File: src/rtl/steq_pkg.sv
// Package with the shared types and constants of the sorted timer event queue.
`default_nettype none

package steq_pkg;

  typedef struct packed {
    logic [63:0] deadline;
    logic [7:0]  handler;
    logic [63:0] arg;
  } entry_t;

  typedef enum logic [2:0] {
    ST_IDLE,
    ST_MUL,
    ST_ADD,
    ST_WALK,
    ST_PLACE,
    ST_DEQ_HEAD,
    ST_DEQ_NEXT,
    ST_DONE
  } state_t;

  localparam logic OP_ADD = 1'b0;
  localparam logic OP_DEQ = 1'b1;

  localparam logic [1:0] STATUS_OK    = 2'd0;
  localparam logic [1:0] STATUS_FULL  = 2'd1;
  localparam logic [1:0] STATUS_EMPTY = 2'd2;

  localparam logic [31:0] TPS_RESET = 32'd62500000;

endpackage

`default_nettype wire

File: src/rtl/steq_ram.sv
// Event store memory with one write port and one registered read port.
`default_nettype none

module steq_ram #(
  parameter int DEPTH = 16,
  parameter int AW    = 4
) (
  input  wire logic              clk,
  input  wire logic              wr_en,
  input  wire logic [AW-1:0]     wr_addr,
  input  wire steq_pkg::entry_t  wr_data,
  input  wire logic [AW-1:0]     rd_addr,
  output steq_pkg::entry_t       rd_data
);

  steq_pkg::entry_t mem [DEPTH];

  always_ff @(posedge clk) begin
    if (wr_en) begin
      mem[wr_addr] <= wr_data;
    end
  end

  always_ff @(posedge clk) begin
    rd_data <= mem[rd_addr];
  end

endmodule

`default_nettype wire

File: config.mk
export PLATFORM = sky130hd
export DESIGN_NAME = steq_ram
export DESIGN_NICKNAME = d
export VERILOG_FILES = /design/src/rtl/steq_pkg.sv /design/src/rtl/steq_ram.sv
export SDC_FILE = /design/constraint.sdc
export NUM_CORES = 2
export LEC_CHECK = 0
export ABC_AREA = 1
export BUFFER_PORTS_ARGS = -buffer_cell sky130_fd_sc_hd__buf_4
export CAP_MARGIN = 20
export CORE_MARGIN = 10
export CORE_UTILIZATION = 34
export CTS_BUF_LIST = sky130_fd_sc_hd__clkbuf_8
export DETAILED_ROUTE_END_ITERATION = 12
export PLACE_DENSITY = 0.5
export SETUP_SLACK_MARGIN = 0.3
export SYNTH_ARGS = -nofsm -noshare
export SYNTH_HDL_FRONTEND = slang
export SYNTH_SLANG_ARGS = --single-unit
File: constraint.sdc
create_clock -name clk -period 9.78 [get_ports clk]
set_input_delay 1.467 -clock clk [delete_from_list [all_inputs] [get_ports clk]]
set_output_delay 1.467 -clock clk [all_outputs]
set_load 0.01 [all_outputs]
==> results.sh <==
export IMPL_place_gp_congestion=0.731
export IMPL_post_place_ws_ns=4.75
export IMPL_cts_resized=0
export IMPL_final_max_slew_viol_count=0
export IMPL_leakage_nw=42.8
export IMPL_max_cap_violations=0
export IMPL_dp_hpwl_um=126000
export IMPL_num_rows=191
export IMPL_instances_no_fill=12500
export IMPL_hold_viol=0
export IMPL_antenna_found_initial=49
export IMPL_vdd_ir_drop_max_v=0.000107
export IMPL_drt_total_wl_um=267000
export IMPL_syn_area_um2=92800
export IMPL_wl_met2_um=128000
export IMPL_dieArea_um2=294000
export IMPL_areaGrowthSynthToFinish_pct=14.1
export IMPL_clkLatencyLatePin_ns=1.03
export IMPL_first_pass_iters=7
export IMPL_ant_nets=0
export IMPL_io_pins=282
export IMPL_critPathArrivalTime_ns=4.95
export IMPL_yosysWarnings=0
export IMPL_h_tree_depth=5
export IMPL_overflow=0
export IMPL_regArea_um2=68100
export IMPL_powerDensity_nw_per_um2=196
export IMPL_core_region_area_um2=271000
export IMPL_layout_worst_path_cycle_share=0.418
export IMPL_wl_met1_um=116000
export IMPL_final_core_util=0.391
export IMPL_drt_iter0_markers=4877
export IMPL_crit_required_ns=10.65
export IMPL_placedCellCount=11800
export IMPL_status="finished clean"
export IMPL_cp_slowest_cell="buf_4"
export IMPL_fin_skew_ns=0.121
export IMPL_grt_use_total=0.175
export IMPL_rsz0062_at_grt="false"
export IMPL_max_slew_worst_pin_slew_ns=1.26
export IMPL_setup_viol=0
export IMPL_seq_area_frac_synth=0.733
export IMPL_fmaxAchievable_ghz=0.245
export IMPL_hp_class="flop to flop"
export IMPL_clk_path_buf_depth=4
export IMPL_nets=8738
export IMPL_drc_errors=0
export IMPL_drive_gt1_frac=0.101
export IMPL_grt_pass1_vias=59200
export IMPL_maxSlewHeadroom=0.159
export IMPL_cpLargestDelayFamily="buffers and inverters"
export IMPL_min_period_ns=4.09
export IMPL_die_x_um=543
export IMPL_syn_area_per_cell_um2=11.2
export IMPL_via_count=60000
export IMPL_path_clk_slew_ns=0.06
export IMPL_multi_input_area_um2=19400
export IMPL_grt_pass1_wl_um=392000
export IMPL_highest_layer="met5"
export IMPL_crit_chain="buf_8 -> buf_4 -> buf_4 -> buf_4 -> or2_2 -> nand3_1 -> nand3_1 -> nand3_1 -> nand2_1"
export IMPL_tritoncts="built"
export IMPL_fillers=26100
export IMPL_path_class="input pin to flop"
export IMPL_clockRootBuffer="clkbuf_8"
export IMPL_wire_per_inst_um=21.3
export IMPL_cts_num_sinks=2312
export IMPL_cp_num_buf_inv=4
export IMPL_post_cts_buffers=0
export IMPL_worst_slack_ns=5.69
export IMPL_syn_num_nets=8410
export IMPL_finalSetupTns_ns=0
export IMPL_startpoint_type="input pin"
export IMPL_ys_types=14
export IMPL_whs_ns=0.592
export IMPL_io_buffers=281
export IMPL_route_met3_wl_um=15400
export IMPL_die_y_um=543
export IMPL_ys_ff_latch=2312
export IMPL_cts_hold_buf=0
export IMPL_cts_made_buffers=406
export IMPL_syn_inst=8264
export IMPL_initial_utilization=0.342
export IMPL_grt_max_degree=231
export IMPL_cpPeakStageDelay_ns=0.86
export IMPL_vias_per_cell=4.79
export IMPL_crit_fanout=87
export IMPL_end_kind="flop"
## kinds of logic (layout without fill, tap and decap cells)
| logic type | Yosys count | count (layout) | synth area share |
|---|---|---|---|
| buffers and inverters | 1348 | 2013 | 0.0592 |
| AND/OR/NAND/NOR | 4604 | 4604 | 0.208 |
| flip-flops | 2312 | 2312 | 0.733 |
| other | 0 | 13 | 0 |
## registers in the layout, summed over array words and instances, names as in the netlist
signal	flops
mem	2176
rd_data	136
## worst reg2reg max path, cell delays in order (launching register included)
cell and delay [ns]:
edfxtp_1 0.37, nand2_1 0.08, nand3_1 0.09, nand2_1 0.11, nand2_1 0.05, nand3_1 0.10, nand2_1 0.20
## through the flow
stage | power [mW] | instance area (um^2)
6_report | 20.7 | 106000
5_1_grt | 21.6 | 106000
4_1_cts | 21.0 | 106000
3_5_place_dp | 12.7 | 98400
3_3_place_gp | 12.7 | 98400
2_1_floorplan | 12.1 | 92800
## path summary, 6_finish.rpt
check / slack [ns] / cells past startpoint / from / end
worst min register to register: 0.59 / 6 / mem[13][11]$_DFFE_PP_ / rd_data[11]$_DFF_P_
worst max-delay path: 5.69 / 9 / rd_addr[0] / rd_data[89]$_DFF_P_
worst min-delay path: 0.59 / 6 / mem[13][11]$_DFFE_PP_ / rd_data[11]$_DFF_P_
worst max register to register: 8.50 / 6 / mem[10][34]$_DFFE_PP_ / rd_data[34]$_DFF_P_
## Yosys cell counts
master	number	area (um^2)
buf_6	3	33.8
inv_1	893	3350
buf_4	12	90.1
clkbuf_1	80	300
edfxtp_1	2176	65300
nand3b_1	2	15.0
nand2_1	3021	11300
nand3_1	1542	7720
buf_2	297	1490
buf_1	60	225
or2_2	22	138
inv_2	3	11.3
dfxtp_1	136	2720
nor2_1	17	63.8
## final cells by class
type	count	area share
Multi-Input combinational cell	4604	0.183
Sequential cell	2312	0.642
Antenna cell	13	0.000307
Timing Repair Buffer	372	0.0295
Clock buffer	439	0.0570
Clock inverter	306	0.0137
Inverter	896	0.0320
Tap cell	3570	0.0422
## layout by cell type, fill, tap and decap left out
master      synthesis  layout
or2_2              22      22
buf_4              12     345
inv_6               0       1
inv_12              0       8
nor2_1             17       1
buf_12              0      21
buf_8               0       4
nor2_4              0      16
dfxtp_1           136     136
nand3b_1            2       2
diode_2             0      13
edfxtp_1         2176    2176
clkbuf_8            0     439
clkinv_4            0       1
inv_8               0       5
inv_1             893    1059
clkinv_1            0      87
clkinvlp_4          0       6
nand3_1          1542    1542
nand2_1          3021    3021
buf_16              0       2
bufinv_16           0       3
clkinv_8            0       1
inv_16              0       2
clkinv_2            0      29
## report_power, final
group	switching [mW]	total (mW)	internal [mW]
sequential	0.0928	11.2	11.1
clock	4.01	8.23	4.22
combinational	0.932	1.32	0.384
## metal layers
| metal | vias to the layer above | GRT usage |
|---|---|---|
| met5 | - | 0 |
| met4 | 30 | 0.0494 |
| met3 | 486 | 0.0329 |
| met2 | 1678 | 0.298 |
| met1 | 29500 | 0.228 |
| li1 | 28200 | - |
Note: power is estimated with default switching activity, not from simulation.
